## src/hdl/fpls_pkg.sv

```systemverilog
`timescale 1ns / 1ps
// ----------------------------------------------------------------------------
// Finder pattern line scanner package
// Widths, constants and the 1:1:3:1:1 run ratio check shared by the scanner.
// ----------------------------------------------------------------------------
package fpls_pkg;

    localparam int PIX_W       = 8;
    localparam int POS_W       = 10;
    localparam int BND_W       = POS_W + 1;
    localparam int BND_COUNT   = 6;
    localparam int CNT_W       = 3;
    localparam int LINE_LENGTH = 1024;
    localparam int LEN_W       = $clog2(4096) + 1;
    localparam int RUN_W       = BND_W + 1;
    localparam int SUM_W       = 17;
    localparam int DIFF_W      = SUM_W + 1;
    localparam int CMP_W       = SUM_W + 2;

    localparam logic [PIX_W-1:0] THRESHOLD_RESET = PIX_W'(10);
    localparam logic [LEN_W-1:0] LINE_LIMIT      = LEN_W'(LINE_LENGTH);

    typedef logic [PIX_W-1:0] pix_t;
    typedef logic [POS_W-1:0] pos_t;
    typedef logic [BND_W-1:0] bnd_t;
    typedef logic [CNT_W-1:0] cnt_t;
    typedef bnd_t [BND_COUNT-1:0] bnd_vec_t;

    // Each of runs 1 to 4 must lie within a quarter of the mean, all scaled by 15.
    function automatic logic ratio_ok(input bnd_vec_t b);
        logic signed [RUN_W-1:0]  r [5];
        logic signed [SUM_W-1:0]  sum4;
        logic signed [SUM_W-1:0]  m;
        logic signed [SUM_W-1:0]  rx;
        logic signed [SUM_W-1:0]  x;
        logic signed [DIFF_W-1:0] d;
        logic        [DIFF_W-1:0] absd;
        logic        [CMP_W-1:0]  q;
        logic                     ok;
        for (int i = 0; i < 5; i++)
        begin
            r[i] = $signed({1'b0, b[i+1]}) - $signed({1'b0, b[i]});
        end
        sum4 = SUM_W'(r[0]) + SUM_W'(r[1]) + SUM_W'(r[3]) + SUM_W'(r[4]);
        m    = (sum4 <<< 1) + sum4 + SUM_W'(r[2]);
        ok   = !m[SUM_W-1];
        for (int i = 1; i < 5; i++)
        begin
            rx = SUM_W'(r[i]);
            if (i == 2)
            begin
                x = (rx <<< 2) + rx;
            end
            else
            begin
                x = (rx <<< 4) - rx;
            end
            d    = DIFF_W'(m) - DIFF_W'(x);
            absd = d[DIFF_W-1] ? DIFF_W'(-d) : DIFF_W'(d);
            q    = {absd[CMP_W-3:0], 2'b00};
            if (q > {2'b00, m})
            begin
                ok = 1'b0;
            end
        end
        return ok;
    endfunction

endpackage

```

## src/hdl/finder_pattern_line_scanner.sv

```systemverilog
`timescale 1ns / 1ps
// ----------------------------------------------------------------------------
// Finder pattern line scanner
// Finds a 1:1:3:1:1 black/white run pattern on one grey image line.
// ----------------------------------------------------------------------------
// Usage: pixels of a line enter in order on the input channel (in_valid,
// in_stall), each with its position and a line_last flag. A request is taken
// at a rising edge with in_valid high and in_stall low. Each pixel is held in
// an input register and processed from there by the run tracker and the ratio
// check, so one pixel can be taken in every cycle while in_stall stays low.
// Only the last pixel of a line gives a result: found, pattern_start and
// pattern_end are registered on the output channel (out_valid, out_stall) as
// that pixel leaves the input register, and they stay until the receiver takes
// them. While a result waits under out_stall, ordinary pixels still flow; a
// second line end holds in the input register and in_stall rises. The black
// threshold is loaded by cfg_write_enable and cfg_write_data; the user must
// write it only while the block is idle; the block does not enforce it. Reset
// empties both registers, clears the line state and sets the threshold to 10;
// no clearing pass is needed.
// ----------------------------------------------------------------------------
module finder_pattern_line_scanner
(
    input  logic               clk,
    input  logic               rst_n,
    input  logic               cfg_write_enable,
    input  fpls_pkg::pix_t     cfg_write_data,
    input  logic               in_valid,
    output logic               in_stall,
    input  fpls_pkg::pix_t     pixel_value,
    input  fpls_pkg::pos_t     pixel_position,
    input  logic               line_last,
    output logic               out_valid,
    input  logic               out_stall,
    output logic               found,
    output fpls_pkg::pos_t     pattern_start,
    output fpls_pkg::pos_t     pattern_end
);
    import fpls_pkg::*;

    pix_t     threshold_reg;
    logic     in_valid_reg;
    pix_t     in_value_reg;
    pos_t     in_pos_reg;
    logic     in_last_reg;
    bnd_vec_t store_reg;
    bnd_vec_t store_next;
    cnt_t     count_reg;
    cnt_t     count_next;
    logic     black_reg;
    logic     black_next;
    logic     done_reg;
    logic     done_next;
    logic     out_valid_reg;
    logic     found_reg;
    pos_t     start_reg;
    pos_t     end_reg;

    logic     advance;
    logic     active;
    logic     black;
    logic     add1;
    logic     add2;
    logic     check;
    logic     pass;
    bnd_t     p0;
    bnd_t     p1;
    cnt_t     pos2;
    bnd_vec_t vec;
    bnd_t     end_bnd;

    assign advance  = in_valid_reg && (!in_last_reg || !out_valid_reg || !out_stall);
    assign in_stall = in_valid_reg && !advance;

    always_comb
    begin
        active = !done_reg && ({{(LEN_W-POS_W){1'b0}}, in_pos_reg} < LINE_LIMIT);
        black  = in_value_reg < threshold_reg;
        p0     = {1'b0, in_pos_reg};
        p1     = BND_W'({1'b0, in_pos_reg} + BND_W'(1));
        if (count_reg == '0)
        begin
            add1 = active && black;
            add2 = 1'b0;
        end
        else
        begin
            add1 = active && (black_reg != black);
            add2 = active && in_last_reg;
        end

        check = (count_reg == CNT_W'(5) && (add1 || add2))
             || (count_reg == CNT_W'(4) && add1 && add2);
        vec = store_reg;
        if (count_reg == CNT_W'(4))
        begin
            vec[4] = p0;
        end
        vec[5] = (count_reg == CNT_W'(5) && add1) ? p0 : p1;
        pass   = ratio_ok(vec);

        store_next = store_reg;
        count_next = count_reg;
        black_next = add1 ? black : black_reg;
        done_next  = done_reg;
        pos2       = count_reg + CNT_W'(add1);
        if (check)
        begin
            if (pass)
            begin
                store_next = vec;
                count_next = CNT_W'(6);
                done_next  = 1'b1;
            end
            else
            begin
                store_next[0] = vec[2];
                store_next[1] = vec[3];
                store_next[2] = vec[4];
                store_next[3] = vec[5];
                store_next[4] = '0;
                store_next[5] = '0;
                count_next    = CNT_W'(4);
                if (count_reg == CNT_W'(5) && add1 && add2)
                begin
                    store_next[4] = p1;
                    count_next    = CNT_W'(5);
                end
            end
        end
        else
        begin
            for (int i = 0; i < BND_COUNT; i++)
            begin
                if (add1 && count_reg == CNT_W'(i))
                begin
                    store_next[i] = p0;
                end
                if (add2 && pos2 == CNT_W'(i))
                begin
                    store_next[i] = p1;
                end
            end
            count_next = count_reg + CNT_W'(add1) + CNT_W'(add2);
        end
        end_bnd = store_next[5] - BND_W'(1);
    end

    always_ff @(posedge clk or negedge rst_n)
    begin
        if (!rst_n)
        begin
            threshold_reg <= THRESHOLD_RESET;
            in_valid_reg  <= 1'b0;
            store_reg     <= '0;
            count_reg     <= '0;
            black_reg     <= 1'b0;
            done_reg      <= 1'b0;
            out_valid_reg <= 1'b0;
        end
        else
        begin
            if (cfg_write_enable)
            begin
                threshold_reg <= cfg_write_data;
            end
            if (in_valid && !in_stall)
            begin
                in_valid_reg <= 1'b1;
            end
            else if (advance)
            begin
                in_valid_reg <= 1'b0;
            end
            if (advance)
            begin
                if (in_last_reg)
                begin
                    store_reg <= '0;
                    count_reg <= '0;
                    black_reg <= 1'b0;
                    done_reg  <= 1'b0;
                end
                else
                begin
                    store_reg <= store_next;
                    count_reg <= count_next;
                    black_reg <= black_next;
                    done_reg  <= done_next;
                end
            end
            if (advance && in_last_reg)
            begin
                out_valid_reg <= 1'b1;
            end
            else if (!out_stall)
            begin
                out_valid_reg <= 1'b0;
            end
        end
    end

    always_ff @(posedge clk)
    begin
        if (in_valid && !in_stall)
        begin
            in_value_reg <= pixel_value;
            in_pos_reg   <= pixel_position;
            in_last_reg  <= line_last;
        end
        if (advance && in_last_reg)
        begin
            found_reg <= done_next;
            start_reg <= done_next ? store_next[0][POS_W-1:0] : '0;
            end_reg   <= done_next ? end_bnd[POS_W-1:0] : '0;
        end
    end

    assign out_valid     = out_valid_reg;
    assign found         = found_reg;
    assign pattern_start = start_reg;
    assign pattern_end   = end_reg;

endmodule
```

## config.mk

```make
export PLATFORM = sky130hd
export DESIGN_NAME = finder_pattern_line_scanner
export DESIGN_NICKNAME = d
export VERILOG_FILES = /design/src/hdl/fpls_pkg.sv /design/src/hdl/finder_pattern_line_scanner.sv
export SDC_FILE = /design/constraint.sdc
export NUM_CORES = 1
export LEC_CHECK = 0
export BUFFER_PORTS_ARGS = -buffer_cell sky130_fd_sc_hd__clkbuf_2
export CELL_PAD_IN_SITES_DETAIL_PLACEMENT = 0
export CELL_PAD_IN_SITES_GLOBAL_PLACEMENT = 1
export CORE_ASPECT_RATIO = 1.4
export CORE_MARGIN = 3
export CORE_UTILIZATION = 40
export DETAILED_ROUTE_END_ITERATION = 12
export PLACE_DENSITY_LB_ADDON = 0.08
export SYNTH_ARGS = -nofsm -noshare
export SYNTH_HDL_FRONTEND = slang
export SYNTH_SLANG_ARGS = --single-unit
```

## constraint.sdc

```tcl
create_clock -name clk -period 16 [get_ports clk]
set_input_delay 3.2 -clock clk [delete_from_list [all_inputs] [get_ports clk]]
set_output_delay 3.2 -clock clk [all_outputs]
set_load 0.03 [all_outputs]
```

# Word-level counts from Yosys, hierarchy flattened
# Index checks and enable logic that the tools add are counted.
[totals]
regBits = 121
latchBits = 0
ram_bits = 0
mem_bits_ro = 0
input_bits = 32
out_inout_bits = 23
wordCells = 152
memories = 0
[classes]
add_sub_neg = 26
n_mul = 0
n_div = 0
magnitude_cmp = 5
eq_ne = 13
shifts = 0
muxes = 41
bitwise = 0
n_reduce_logical = 48
[op_table]
columns = ["operator", "n"]
rows = [
  ["$mux 66", 3],
  ["$mux 11", 15],
  ["$gt 19x17->1", 4],
  ["$mux 17", 4],
  ["$neg 17->17", 4],
  ["$sub 11x11->12", 5],
  ["$sub 17x17->18", 3],
  ["$sub 16x12->17", 3],
  ["$add 14x12->15", 2],
  ["$logic_and 1x1->1", 22],
  ["$reduce_bool 4->1", 5],
  ["$sub 17x15->18", 1],
  ["$add 16x15->17", 1],
  ["$add 17x12->17", 1],
  ["$mux 1", 16],
  ["$add 13x12->14", 1],
  ["$add 12x12->13", 1],
  ["$eq 3x2->1 const B", 4],
  ["$eq 3x3->1 const B", 4],
  ["$reduce_and 3->1", 4],
  ["$add 10x1->11 const B", 1],
  ["$sub 10x1->10 const B", 1],
  ["$lt 8x8->1", 1],
  ["$logic_not 1->1", 7],
  ["other kinds (11)", 20],
]

# Depth between registers and ports, before layout
[depth]
ltp_word = 21
mapped_depth = 72
depth_no_buf = 69

# Least setup slack after synthesis
# Ideal clock, no wire load.
[synth_path]
kind = "register to register"
start = "reg threshold_reg[3]"
end = "reg end_reg[6] (netlist: pattern_end[6]) (data pin)"
setup_time_ps = 267
arrival_time_ps = 13760
setup_slack_ps = 1973
path_stages_with_launch = 69
n_path_buf = 3
period_less_slack_ps = 14027
path_cell_list = "dfstp_2 inv_1 ha_1 o21ai_0 a2111oi_0 o21bai_1 nand3_1 clkbuf_1 xnor2_1 ha_1 inv_1 fa_1 a21o_1 a21oi_1 o21bai_1 a21oi_1 o21bai_1 a21oi_1 [... 33 more ...] o21ai_0 nand2b_1 o21ai_0 a21oi_1 o31a_1 nor2_1 a211oi_1 or4_4 nor4_4 nand2_4 buf_6 o22a_1 ha_1 nand3_1 or3_1 a31oi_1 o2bb2ai_2 a221oi_2"
[synth_between]
elab_chain_cells = 21
elab_cells_between_ends = 48
cone_classes = "add/sub (15); order compare (5); eq/ne (2); mux (16); reduce/logical (10)"
[synth_rtl]
columns = ["element", "line", "source"]
rows = [
  ["start: declaration", "finder_pattern_line_scanner.sv:40", "pix_t threshold_reg;"],
  ["start signal: assignment", "finder_pattern_line_scanner.sv:164", "threshold_reg <= cfg_write_data;"],
  ["$lt 8x8->1 (*)", "finder_pattern_line_scanner.sv:77", "black = in_value_reg < threshold_reg;"],
  ["$ne 1x1->1", "finder_pattern_line_scanner.sv:87", "add1 = active && (black_reg != black);"],
  ["$logic_and 1x1->1", "finder_pattern_line_scanner.sv:87", ""],
  ["$mux 1 (*)", "finder_pattern_line_scanner.sv:80", "if (count_reg == '0)"],
  ["$logic_and 1x1->1", "finder_pattern_line_scanner.sv:98, finder_pattern_line_scanner.sv:134", ""],
  ["$mux 11", "finder_pattern_line_scanner.sv:98", "vec[5] = (count_reg == CNT_W'(5) && add1) ? p0 : p1;"],
  ["$sub 11x11->12", "fpls_pkg.sv:42", "r[i] = $signed({1'b0, b[i+1]}) - $signed({1'b0, b[i]});"],
  ["$add 14x12->15", "fpls_pkg.sv:44", "sum4 = SUM_W'(r[0]) + SUM_W'(r[1]) + SUM_W'(r[3]) + SUM_W'(r[4]);"],
  ["[... 2 more ...]", "n/a", ""],
  ["$sub 17x17->18", "fpls_pkg.sv:58", "d = DIFF_W'(m) - DIFF_W'(x);"],
  ["$neg 17->17", "fpls_pkg.sv:59", "absd = d[DIFF_W-1] ? DIFF_W'(-d) : DIFF_W'(d);"],
  ["$mux 17", "fpls_pkg.sv:59", ""],
  ["$gt 19x17->1", "fpls_pkg.sv:61", "if (q > {2'b00, m})"],
  ["$mux 1 (4 in series)", "fpls_pkg.sv:61", ""],
  ["$mux 66", "finder_pattern_line_scanner.sv:108", "if (pass)"],
  ["$mux 66", "finder_pattern_line_scanner.sv:106", "if (check)"],
  ["$sub 10x1->10", "finder_pattern_line_scanner.sv:145", "end_bnd = store_next[5] - BND_W'(1);"],
  ["end signal: assignment", "finder_pattern_line_scanner.sv:214", "end_reg <= done_next ? end_bnd[POS_W-1:0] : '0;"],
  ["end: declaration", "finder_pattern_line_scanner.sv:56", "pos_t end_reg;"],
]
# Mark *: on every way between the ends. The rest lies on a longest branch, timed or not. The select of a mux whose other input is x is not followed.
# A chain may end at the register's enable or synchronous reset.

# Final worst setup path
[layout_path]
start = "reg threshold_reg[1]"
end = "reg end_reg[8] (netlist: pattern_end[8]) (data pin)"
# The elaborated chain is that of the path after synthesis.

==> impl_results.md <==
- Final hold viol count: 0
- Max frequency: 66.53 MHz
- Synth Area in Adders: 24.03%
- Top Family by Delay on Critical Path: compound AO/OA/AOI/OAI gates
- Die Span Y: 266.7 microns
- Synth cell count leaders: 302 x inv_1, 229 x ha_1, 176 x a21oi_1
- Routed WL: 70250 microns
- Syn avg cell area: 8.109 sq um
- TritonRoute pass-1 iters: 5
- First-pass GRT wire length: 107300 microns
- Post-synth cell types: 104
- Vias in the first global route: 18.40k
- Port Buffer Count: 54
- Root buffer cell: clkbuf_16
- Slew Viols, Final: 0
- Max clock buf depth: 2
- Die area: 51270 sq um
- Mapped cell area: 19420 sq um
- Setup Viol. Count Final: 0
- Starting Density: 40.87%
- Clock buffer count from CTS: 17
- Syn. warnings: 0
- Met2 Use GR: 52.10%
- Post-CTS Hold Fix Bufs: 0
- CP Class: register to register
- Register area share after synthesis: 16.51%
- R2R cell count: 68
- Cells after DPL: 3072
- Post-synth EDFFs: 40
- Max-Cap Viols: 0
- Period utilization: 93.95%
- Syn Inst Count: 2395
- CP max stage cell: or4_4
- Compound-Gate Fraction of Synth Area: 25.13%
- Vias: 18.06k
- Worst-path clk slew: 0.07 ns
- Final worst path period need: 15.03 ns
- Die Wd: 192.2 microns
- Synth area leaders: ha_1 15%, dfrtp_1 10%, fa_1 9.1%, edfxtp_1 6.2%, inv_1 5.8%
- Measured slew at the worst slew-check pin: 1.090 ns
- Final nets: 2817
- Setup crit end kind: register
- Fill count: 4834
- Critical path depth: 68
- DRT iter0 DRCs: 1032
- GRT Max-Usage Layer: met2
- WP buf/inv: 9
- Tot GR Track Use: 27.50%
- Largest family of logic cells by synthesized area: compound AO/OA/AOI/OAI gates
- Startpoint class of the critical path: register
- Area share of the largest cell type after synthesis: 14.75%
- Number of routed nets with antenna violations: 0
- #FFs+latches synth: 120
- Core box area: 47520 sq um
- Clk_lat worst skew: 0.44 ns
- Diodes inserted: 0
- GRT overflow: 0
- Register area: 3206 sq um
- Met1 Use GR: 29.73%
- Crit path max fanout: 14
- TritonCTS Sinks: 120
- Critical Path RT: 16.29 ns
- Layout cells sized above 1: 9.109%
- Hold Crit Class: register to register
- Synth Area in Simple Gates: 15.93%
- Post-Layout Cell Count: 3105
- WL per Instance: 22.63 microns
- Detailed placer's ending HPWL: 58550 microns
- Async SR Flop Fraction: 66.67%
- Vias per std cell: 5.816
- Post-synth top area cell: ha_1
- Multi-input gate area: 14860 sq um
- Initial antenna violation count: 0
- Worst slew margin: 26.80%
- Row Count: 94
- Multiplexer share of the synthesized area: 1.166%
- Clk_skew: 0.009775 ns
- Most common cell in the netlist: inv_1
- Global placement routability congestion: 0.9038
- Max reg flops: 65
- # DRC: 0
- CTS tree: done
- Syn-to-layout area delta: 9.999%
- Synthesized Nets: 2744
- Crit-path max cell delay: 0.54 ns
- Grt met3 use: 2.404%
- IO Count: 55
- Top FF cell, synth: dfrtp_1
- XOR/XNOR Fraction of Synth Area: 9.780%
- Critical path arrival: 15.32 ns
- Status: finished clean
- Hold depth: 2
- H-tree depth: 4
- Largest net degree at the start of global routing: 52
==> area by class of cell <==
| type | instances | area share, % |
|---|---|---|
| well taps | 624 | 3.655 |
| clock buffers | 17 | 1.991 |
| clock inverters | 15 | 0.6267 |
| repair buffers | 126 | 3.807 |
| flip-flops and latches | 120 | 15.01 |
| multi-input cells | 1897 | 69.54 |
| inverters | 306 | 5.377 |
==> final timing paths <==
| check | end | slack (ns) | from |
|---|---|---|---|
| worst max-delay path | pattern_end[8] | 0.97 | threshold_reg[1] |
| worst min-delay path | store_reg[61] | 0.49 | store_reg[61] |
| worst max register to register | pattern_end[8] | 0.97 | threshold_reg[1] |
| worst min register to register | store_reg[61] | 0.49 | store_reg[61] |
| max in group asynchronous | store_reg[20] | 12.16 | rst_n |
| min in group asynchronous | store_reg[60] | 2.71 | rst_n |
==> routing by layer <==
metal | vias up | share of wire (%) | wire length [microns]
met3 | 170 | 3.0 | 2110
met2 | 455 | 53 | 37150
li1 | 8719 | - | -
met1 | 8716 | 38 | 26430
met5 | - | 0 | 0
met4 | 0 | 6.5 | 4563
==> cell families (layout without fill, tap and decap cells) <==
logic type / Yosys count / after routing
adder cells (fa/ha/maj): 321 / 321
XOR/XNOR: 213 / 213
multiplexers: 22 / 22
AND/OR/NAND/NOR: 617 / 617
flip-flops: 120 / 120
buffers and inverters: 378 / 464
AO/OA/AOI/OAI: 724 / 724
==> metrics by stage <==
stage	util (%)	TNS (ns)	hold slack [ns]	area [sq um]	setup WS, ns
2_1_floorplan	-	0	0.4436	19420	1.973
3_3_place_gp	43.61	0	0.4612	20720	0.9024
3_5_place_dp	43.61	0	0.4711	20720	0.5896
4_1_cts	44.79	0	0.4859	21280	0.5113
5_1_grt	44.96	-0.01604	0.5094	21360	-0.01604
6_report	44.96	0	0.4897	21360	0.9684
==> what timing repair did <==
item,4_1_cts,5_1_grt
endpoints found under the setup margin,0,49
setup buffers,0,1
gates resized for setup,0,15
==> cell usage in the layout, fill, tap and decap left out, types with 17 or more instances in the layout <==
master and instances:
and3_1 35, inv_1 302, nor2b_1 26, nand2_1 171, o22ai_1 23, dfrtp_1 78, clkbuf_2 53, edfxtp_1 40
nor2_1 138, ha_1 229, o21bai_1 32, a31oi_1 31, clkbuf_16 17, a21oi_1 175, o211ai_1 26, buf_4 73
and2_1 21, a21o_1 61, o2bb2ai_1 32, nor3_1 45, fa_1 88, mux2i_1 17, o21ai_0 135, xnor2_1 122
nand2b_1 27, o21a_1 25, xor2_1 85, nand3_1 49
==> worst reg2reg max path: cells and delay by family (launching register included) <==
family	cells	cell delay, ns
AO/OA/AOI/OAI	28	5.50
buffers and inverters	9	1.23
XOR/XNOR	4	0.75
adder cells (fa/ha/maj)	11	3.84
flip-flops	1	0.52
AND/OR/NAND/NOR	15	2.94
multiplexers	1	0.09
Power is not shown: default switching activity piles up to over one toggle a cycle in this logic, so the estimate is an artifact.
